<file path="src/rtl/chct_pkg.sv">
`timescale 1ns / 1ps
// ----------------------------------------------------------------------------
// chct_pkg
// Types and constants of the call-site hit counter table.
// ----------------------------------------------------------------------------
package chct_pkg;

  localparam int ENTRIES = 64;
  localparam int IDX_W   = (ENTRIES > 1) ? $clog2(ENTRIES) : 1;
  localparam logic [IDX_W-1:0] LAST_IDX = IDX_W'(ENTRIES - 1);

  localparam int ADDR_W  = 32;
  localparam int COUNT_W = 32;
  localparam int TICKS_W = 16;

  // input word codes
  localparam logic CMD_HIT  = 1'b0;
  localparam logic CMD_TICK = 1'b1;

  // register decode on paddr[2]
  localparam int   PADDR_W      = 3;
  localparam logic REG_ROLLOVER = 1'b0;
  localparam logic [TICKS_W-1:0] ROLLOVER_RESET = 16'd60;

  typedef struct packed {
    logic [ADDR_W-1:0]  addr;
    logic [COUNT_W-1:0] count;
    logic [TICKS_W-1:0] ticks;
  } entry_t;

  // controller to datapath
  typedef struct packed {
    logic load;   // latch word, read entry zero
    logic proc;   // apply update of the entry under check
    logic adv;    // move on to next entry
    logic flush;  // move held report out as the final one
  } ctl_cmd_t;

  // datapath to controller
  typedef struct packed {
    logic is_tick;
    logic match;
    logic empty;
    logic roll;
    logic last_idx;
    logic pend_valid;
    logic out_free;
  } ctl_sts_t;

endpackage

</file>
<file path="src/rtl/chct_ctrl.sv">
`timescale 1ns / 1ps
// ----------------------------------------------------------------------------
// chct_ctrl
// Sequencer: accepts one word, steps the entry scan, flushes the last report.
// ----------------------------------------------------------------------------
module chct_ctrl (
  input  logic                clk,
  input  logic                rst,
  input  logic                in_valid,
  output logic                in_stall,
  input  chct_pkg::ctl_sts_t  sts,
  output chct_pkg::ctl_cmd_t  cmd_bus
);

  typedef enum logic [2:0] {
    ST_IDLE  = 3'b001,
    ST_SCAN  = 3'b010,
    ST_FLUSH = 3'b100
  } state_t;

  state_t state, state_next;
  logic   blocked;

  // a rolled entry cannot displace the held report while the output is full
  assign blocked = sts.is_tick && sts.roll && sts.pend_valid && !sts.out_free;

  always_comb begin
    state_next = state;
    cmd_bus    = '0;
    unique case (state)
      ST_IDLE: begin
        if (in_valid) begin
          cmd_bus.load = 1'b1;
          state_next   = ST_SCAN;
        end
      end
      ST_SCAN: begin
        if (!sts.is_tick) begin
          cmd_bus.proc = 1'b1;
          if (sts.match || sts.empty || sts.last_idx) begin
            state_next = ST_IDLE;
          end else begin
            cmd_bus.adv = 1'b1;
          end
        end else if (!blocked) begin
          cmd_bus.proc = 1'b1;
          if (sts.last_idx) begin
            state_next = ST_FLUSH;
          end else begin
            cmd_bus.adv = 1'b1;
          end
        end
      end
      ST_FLUSH: begin
        if (!sts.pend_valid) begin
          state_next = ST_IDLE;
        end else if (sts.out_free) begin
          cmd_bus.flush = 1'b1;
          state_next    = ST_IDLE;
        end
      end
      default: begin
        state_next = ST_IDLE;
      end
    endcase
  end

  always_ff @(posedge clk) begin
    if (rst) begin
      state <= ST_IDLE;
    end else begin
      state <= state_next;
    end
  end

  assign in_stall = (state != ST_IDLE);

endmodule

</file>
<file path="config.mk">
export PLATFORM = sky130hd
export DESIGN_NAME = chct_ctrl
export DESIGN_NICKNAME = d
export VERILOG_FILES = /design/src/rtl/chct_pkg.sv /design/src/rtl/chct_ctrl.sv
export SDC_FILE = /design/constraint.sdc
export NUM_CORES = 1
export LEC_CHECK = 0
export ABC_AREA = 0
export BUFFER_PORTS_ARGS = -buffer_cell sky130_fd_sc_hd__buf_2
export CAP_MARGIN = 20
export CORE_AREA = 2 2 39 41
export CTS_CLUSTER_DIAMETER = 30
export DETAILED_ROUTE_END_ITERATION = 16
export DIE_AREA = 0 0 41 43
export GPL_TIMING_DRIVEN = 0
export MAX_ROUTING_LAYER = met4
export PLACE_DENSITY = 0.47
export SYNTH_ARGS = -nofsm -noshare
export SYNTH_HDL_FRONTEND = slang
export SYNTH_SLANG_ARGS = --single-unit
</file>
<file path="constraint.sdc">
create_clock -name clk -period 1.4 [get_ports clk]
set_input_delay 0.28 -clock clk [delete_from_list [all_inputs] [get_ports clk]]
set_output_delay 0.28 -clock clk [all_outputs]
set_load 0.02 [all_outputs]
</file>
; ---- Yosys cells after proc, flatten, opt, wreduce, memory -nomap -nowiden
; Cells that the tools add are included.
[totals]
ff_bits = 3
latchBits = 0
ramBits = 0
romBits = 0
inputBits = 10
n_memories = 0
[op_classes]
n_addsub = 0
n_mul = 0
n_div = 0
n_lt_le_gt_ge = 0
eq_ne = 9
shifts = 0
n_mux = 18
n_bitwise = 0
n_reduce_logical = 7
[op_table]
columns = operator, n
row1 = $mux 3, 7
row2 = $ne 3x3->1 const B, 4
row3 = $pmux 3 s3, 1
row4 = $mux 1, 7
row5 = $mux 2, 3
row6 = $reduce_and 5->1, 1
row7 = $eq 3x1->1 const B, 1
row8 = $eq 3x2->1 const B, 1
row9 = $eq 3x3->1 const B, 1
row10 = $logic_and 1x1->1, 3
row11 = $ne 3x1->1 const B, 1
row12 = $logic_or 1x1->1, 2
row13 = $ne 2x2->1 const B, 1
row14 = $logic_not 1->1, 1

; ---- Longest topological paths before layout
; Gate-level depths: netlist of run 1.
[depth]
word_depth = 6
depth_mapped = 3
mapped_depth_nobuf = 3

; ---- Least setup slack after synthesis of run 1
; Ideal clock, no wire load.
[synth_path]
kind = reg-to-output
start = register state[1]
end = output port cmd_bus[1] in the netlist's numbering
t_arrival_ns = 1.276
setup_slack_ns = -0.156
path_stages_with_launch = 4
n_path_buf = 0
path_cell_list = dfxtp_1 -> nor3b_2 -> and2_1 -> nor2b_1
[synth_rtl]
columns = element, line_no
row1 = start: declaration, chct_ctrl.sv:21  ; state_t state, state_next;
row2 = start signal: assignment, chct_ctrl.sv:72  ; state <= state_next;
row3 = end: declaration, chct_ctrl.sv:12  ; output chct_pkg::ctl_cmd_t cmd_bus

==> flow_summary_export.csv, run 1 <==
group,metric,value,unit
global_routing,grt_pass1_vias,277,
worst_hold_path,hp-start,"rst",
floorplanning,initial_core_util,17.72,%
global_routing,grt_start_max_net_pins,6,
placed_design,gp_congestion,0.6995,
run_status,violations,"negative setup slack",
logic_synthesis,netlist_area,245.2,um2
layout,layout-drive-gt1-share,62.00,%
logic_synthesis,synthCells,28,
critical_path,worstReg2RegStart,"state[0]",
floorplanning,die_w,41,um
logic_synthesis,yosysSeqAreaShare,24.49,%
layout,fin_area,441.7,um2
placed_design,port_buffers,14,
clocking,clkTransAtPathRegs,40,ps
floorplanning,core_area,1384,um2
power_and_ir_drop,power_per_cell_area,1108,nW/um2
layout,final_nets,61,
clocking,cts_sinks,3,
drt,finalWirelength,681,um
timing,worst_slew_pin_slew,324.3,ps
clocking,numCtsBuffers,3,
critical_path,worst_setup_path_start_kind,"flip-flop",
run_status,status,"complete, but fails checks",
critical_path,cp_data_required_time,1120,ps
clocking,insertion_delay,240,ps
critical_path,worstPathArrival,1210,ps
timing,maxSlewViolCount,0,
job,max_cap_violations,0,
placed_design,dpl-instance-area,344.1,um2
clocking,clockRootBuffer,"clkbuf_4",
floorplanning,die_h,43,um
layout,layout_commonest_cell,"buf_2",
logic_synthesis,syn_area_per_cell,8.758,um2
layout,finalNonFillerCells,66,
timing,fmax,0.6692,GHz
layout,area_growth,80.10,%
timing,fin_crit,1494,ps
logic_synthesis,synth_fp_nets,38,
clocking,postCtsHoldBufs,0,
layout,reg_top3,"state (3)",
timing,slew_headroom,78.34,%
global_routing,grt_first_pass_wirelength,1090,um
floorplanning,ioPinCount,15,
critical_path,critPathKind,"reg -> out",
worst_hold_path,worstHoldPathCells,2,
clocking,cts_tree,"done",
logic_synthesis,yosysTopAreaCell,"dfxtp_1",
power_and_ir_drop,power.total,0.4893,mW
timing,clock_skew,0.1102,ps
logic_synthesis,ys_warn_count,0,
critical_path,ff2ff_path_depth,5,
global_routing,grtUsageTotal,10.37,%
layout,top_register,"state",
power_and_ir_drop,p_leak,0.1936,nW
global_routing,antenna_found_initial,0,
global_routing,gr-total-overflow,0,
layout,largest_register_ffs,3,
logic_synthesis,synth_top_area_share,24.49,%
critical_path,path_max_fanout,4,
clocking,cts_htree_levels,1,
drt,avgViaCountPerCell,4.500,
logic_synthesis,yosys-top-cells-area,"dfxtp_1 (24%), nor3b_4 (7.7%), a21oi_1 (6.1%)",
timing,rsz0062_at_grt,"true",
drt,dr.first_iter.drc_count,1,
placed_design,dp.cells,58,
critical_path,cp-end-kind,"output port",
floorplanning,dieArea,1763,um2
worst_hold_path,hold_end,"state[2]",
critical_path,r2r_slack,130,ps
drt,drc_errors,0,
drt,ant_nets,0,
power_and_ir_drop,ir_worst_vdd,661.4,uV
clocking,cts.path.max_buffers,2,
critical_path,rr_endpoint,"state[1]",
timing,timing.final.ws_setup,-94.33,ps
placed_design,place_ws,-24.59,ps
logic_synthesis,ys_ff_latch,3,
layout,nFillCells,149,
layout,diodes,0,
timing,finalSetupViolations,3,
drt,num_vias,297,
layout,final_cell_mix,"buf_2 (10), buf_4 (6)",
timing,hold_viol,0,
logic_synthesis,ys_types,21,
drt,drt_pre_antenna_iters,2,
drt,wl_per_cell,10.32,um
floorplanning,num_rows,14,
timing,finalCritPeriodShare,106.7,%
worst_hold_path,min_path_type,"in -> reg",
routing by layer:
metal  track usage [%]  routed length, um  part of all wire, %
met5                 -                  0                    0
met4             10.00                 29                  4.3
met3             4.712                 48                  7.0
met2             13.13                323                   47
met1             11.18                279                   41
synthesized netlist by cell type, drive strengths merged:
cell type  instances
a2111oi            1
dfxtp              3
nor2b              2
or3b               1
a21oi              3
nand4bb            1
inv                2
o21a               1
and2               1
nor2               3
nand3b             1
o31ai              1
nand4b             1
o21bai             1
nor3b              3
nor3               1
and3               1
nand4              1
area by class of cell:
class                      count  area (um2)  share of cell area, %
clock buffer                   4       26.28                  5.949
inverter                       2       7.507                  1.700
multi-input combinational     23       198.9                  45.04
sequential                     3       71.32                  16.15
tap                           16       20.02                  4.533
timing repair buffer          18       117.6                  26.63
cells by family after synthesis:
group                  Yosys count  synth area share (%)
flip-flops                       3                 24.49
buffers and inverters            2                 3.062
AND/OR/NAND/NOR                 16                 51.03
AO/OA/AOI/OAI                    7                 21.43
metrics by stage:
stage	utilization (%)	TNS [ps]	hold WS, ps
after floorplan	-	0	349.1
after global placement	24.86	-52.63	498.0
after detailed placement	24.86	-24.59	500.5
after CTS	30.92	-105.8	238.5
after global routing	31.92	-378.6	249.7
final	31.92	-153.5	239.6
worst max-delay path: stages, from the launching register on:
cell,delay (ps)
dfxtp_4,370
nor3b_4,200
and2_4,170
nor2b_4,130
buf_6,110
power breakdown:
group          internal [mW]  total, mW  switching, mW
Combinational          0.114      0.208         0.0947
Clock                  0.107      0.156         0.0489
Sequential             0.103      0.125         0.0223
repair_timing:
action                                  CTS  global route
setup buffers                             3             1
resized for setup                        13             2
pin swaps                                 0             2
endpoints found under the setup margin    5             5
hold endpoints to repair                  0             0
worst max path at each step:
stage / endpoint / startpoint / slack [ps] / cells after the start
after CTS: cmd_bus[1] / state[1] / -90 / 4
after floorplan: cmd_bus[3] / state[0] / 20 / 3
final: cmd_bus[1] / state[1] / -90 / 4
after detailed placement: cmd_bus[1] / state[1] / -20 / 4
after global routing: cmd_bus[1] / state[1] / -140 / 4
after global placement: cmd_bus[1] / state[1] / -50 / 4
No activity file was read; power rests on OpenSTA's default activity.
==> run 2, diff against run 1 <==
--- a/config.mk
+++ b/config.mk
@@ -8,13 +8,15 @@
 export ABC_AREA = 0
 export BUFFER_PORTS_ARGS = -buffer_cell sky130_fd_sc_hd__buf_2
 export CAP_MARGIN = 20
+export CELL_PAD_IN_SITES_DETAIL_PLACEMENT = 1
+export CELL_PAD_IN_SITES_GLOBAL_PLACEMENT = 2
 export CORE_AREA = 2 2 39 41
 export CTS_CLUSTER_DIAMETER = 30
 export DETAILED_ROUTE_END_ITERATION = 16
 export DIE_AREA = 0 0 41 43
 export GPL_TIMING_DRIVEN = 0
 export MAX_ROUTING_LAYER = met4
-export PLACE_DENSITY = 0.47
+export PLACE_DENSITY = 0.73
 export SYNTH_ARGS = -nofsm -noshare
 export SYNTH_HDL_FRONTEND = slang
 export SYNTH_SLANG_ARGS = --single-unit
==> flow_summary_export.csv, run 2 (synthesis results as in run 1) <==
group,metric,value,unit
layout,final_nets,61,
timing,rsz0062_at_grt,"true",
run_status,violations,"negative setup slack",
drt,dr.first_iter.drc_count,1,
critical_path,r2r_slack,130,ps
critical_path,crit_path_cell_trace,"nor3b_4 > and2_4 > nor2b_4 > buf_6",
timing,fin_crit,1506,ps
floorplanning,die_h,43,um
worst_hold_path,min_path_type,"in -> reg",
timing,clock_skew,3.623,ps
layout,final_cell_mix,"buf_2 (10), buf_6 (4), buf_4 (4)",
timing,fmax,0.6640,GHz
floorplanning,core_area,1384,um2
timing,worst_slew_pin_slew,346.9,ps
global_routing,antenna_found_initial,0,
drt,dr_wl_met2,450,um
drt,finalWirelength,805,um
placed_design,hpwl,523.7,um
run_status,status,"complete, but fails checks",
layout,layout-drive-gt1-share,66.00,%
placed_design,place_ws,-56.03,ps
worst_hold_path,hold_end,"state[1]",
layout,seqCellArea,71.32,um2
timing,slew_headroom,76.82,%
critical_path,path_max_fanout,5,
floorplanning,initial_core_util,17.72,%
global_routing,gr-total-overflow,0,
floorplanning,num_rows,14,
floorplanning,ioPinCount,15,
worst_hold_path,worstHoldPathCells,2,
layout,finalNonFillerCells,66,
power_and_ir_drop,ir_worst_vdd,698.2,uV
drt,wl_per_cell,12.20,um
layout,largest_register_ffs,3,
clocking,insertion_delay,240,ps
placed_design,dp.cells,58,
layout,multiInputGateArea,201.4,um2
critical_path,worstReg2RegStart,"state[0]",
drt,highest_layer,"met4",
critical_path,cp-end-kind,"output port",
clocking,cts_sinks,3,
critical_path,worst_setup_path_start_kind,"flip-flop",
power_and_ir_drop,power_per_cell_area,1150,nW/um2
layout,nFillCells,171,
critical_path,rr_endpoint,"state[1]",
clocking,numCtsBuffers,3,
timing,hold_viol,0,
layout,utilization,32.64,%
floorplanning,die_w,41,um
critical_path,cp_data_required_time,1120,ps
global_routing,grtUsageTotal,11.60,%
drt,ant_nets,0,
placed_design,port_buffers,14,
critical_path,cp_slowest_stage_delay,360,ps
drt,num_vias,309,
drt,drc_errors,0,
worst_hold_path,hp-start,"rst",
layout,layout_commonest_cell,"buf_2",
floorplanning,dieArea,1763,um2
power_and_ir_drop,p_leak,0.1954,nW
layout,area_growth,84.18,%
critical_path,ff2ff_path_depth,5,
critical_path,critPathSlowestCell,"dfxtp_4",
critical_path,crit_start,"state[2]",
timing,finalSetupViolations,3,
clocking,clkTransAtPathRegs,40,ps
clocking,cts.path.max_buffers,2,
drt,wl_met3,21,um
critical_path,critPathKind,"reg -> out",
timing,whs,248.5,ps
timing,finalCritPeriodShare,107.6,%
drt,drt_pre_antenna_iters,2,
clocking,cts_htree_levels,1,
layout,diodes,0,
layout,reg_top3,"state (3)",
drt,wl_met1,306,um
global_routing,grt_start_max_net_pins,6,
job,max_cap_violations,0,
clocking,clockRootBuffer,"clkbuf_4",
clocking,cts_tree,"done",
timing,maxSlewViolCount,0,
placed_design,gp_congestion,0.6519,
global_routing,grt_first_pass_wirelength,1242,um
drt,avgViaCountPerCell,4.682,
global_routing,grt_pass1_vias,288,
critical_path,worstPathArrival,1230,ps
layout,top_register,"state",
clocking,postCtsHoldBufs,0,
timing,timing.final.ws_setup,-106.1,ps
power_and_ir_drop,power.total,0.5193,mW
==> run 2: cell counts in the layout (fill, tap and decap cells not counted) <==
Identical to the previous run, type by type.
==> run 2: cell type report <==
class	instances	share of cell area [%]
Sequential cell	3	15.79
Tap cell	16	4.432
Inverter	2	1.662
Clock buffer	4	5.817
Timing Repair Buffer	18	27.70
Multi-Input combinational cell	23	44.60
==> run 2: worst max-delay path by stage <==
| stage | to | slack [ps] | cells past startpoint |
|---|---|---|---|
| CTS | cmd_bus[1] | -100 | 4 |
| finish | cmd_bus[1] | -110 | 4 |
| floorplan | cmd_bus[3] | 20 | 3 |
| global placement | cmd_bus[1] | -60 | 4 |
| detailed placement | cmd_bus[1] | -60 | 4 |
| global route | cmd_bus[1] | -160 | 4 |
==> run 2: timing repair <==
| item | CTS | global route |
|---|---|---|
| pin swaps | 0 | 2 |
| setup endpoints to repair | 5 | 6 |
| resized for setup | 12 | 7 |
| setup buffers | 3 | 1 |
==> run 2: stage by stage <==
stage	instance area, um2	setup TNS (ps)
floorplan	254.0	0
global placement	344.1	-56.22
detailed placement	344.1	-56.03
CTS	425.4	-146.3
global route	451.7	-449.5
finish	451.7	-175.9
==> run 2: critical path, delay by kind of cell (launching register included) <==
kind	cells	cell delay (ps)
DFF	1	360
and+or+nand+nor	3	510
buffers and inverters	1	120
==> run 2: routing by layer <==
metal | up-vias | global-route usage (%)
met5 | - | -
met4 | 0 | 10.00
met3 | 4 | 4.712
met2 | 7 | 15.63
met1 | 147 | 12.46
li1 | 151 | -
==> run 2: power breakdown <==
part	leakage [nW]	internal, mW	switching (mW)
Sequential	0.0263	0.103	0.0219
Clock	0.0150	0.107	0.0532
Combinational	0.154	0.132	0.102
Total	0.195	0.342	0.178
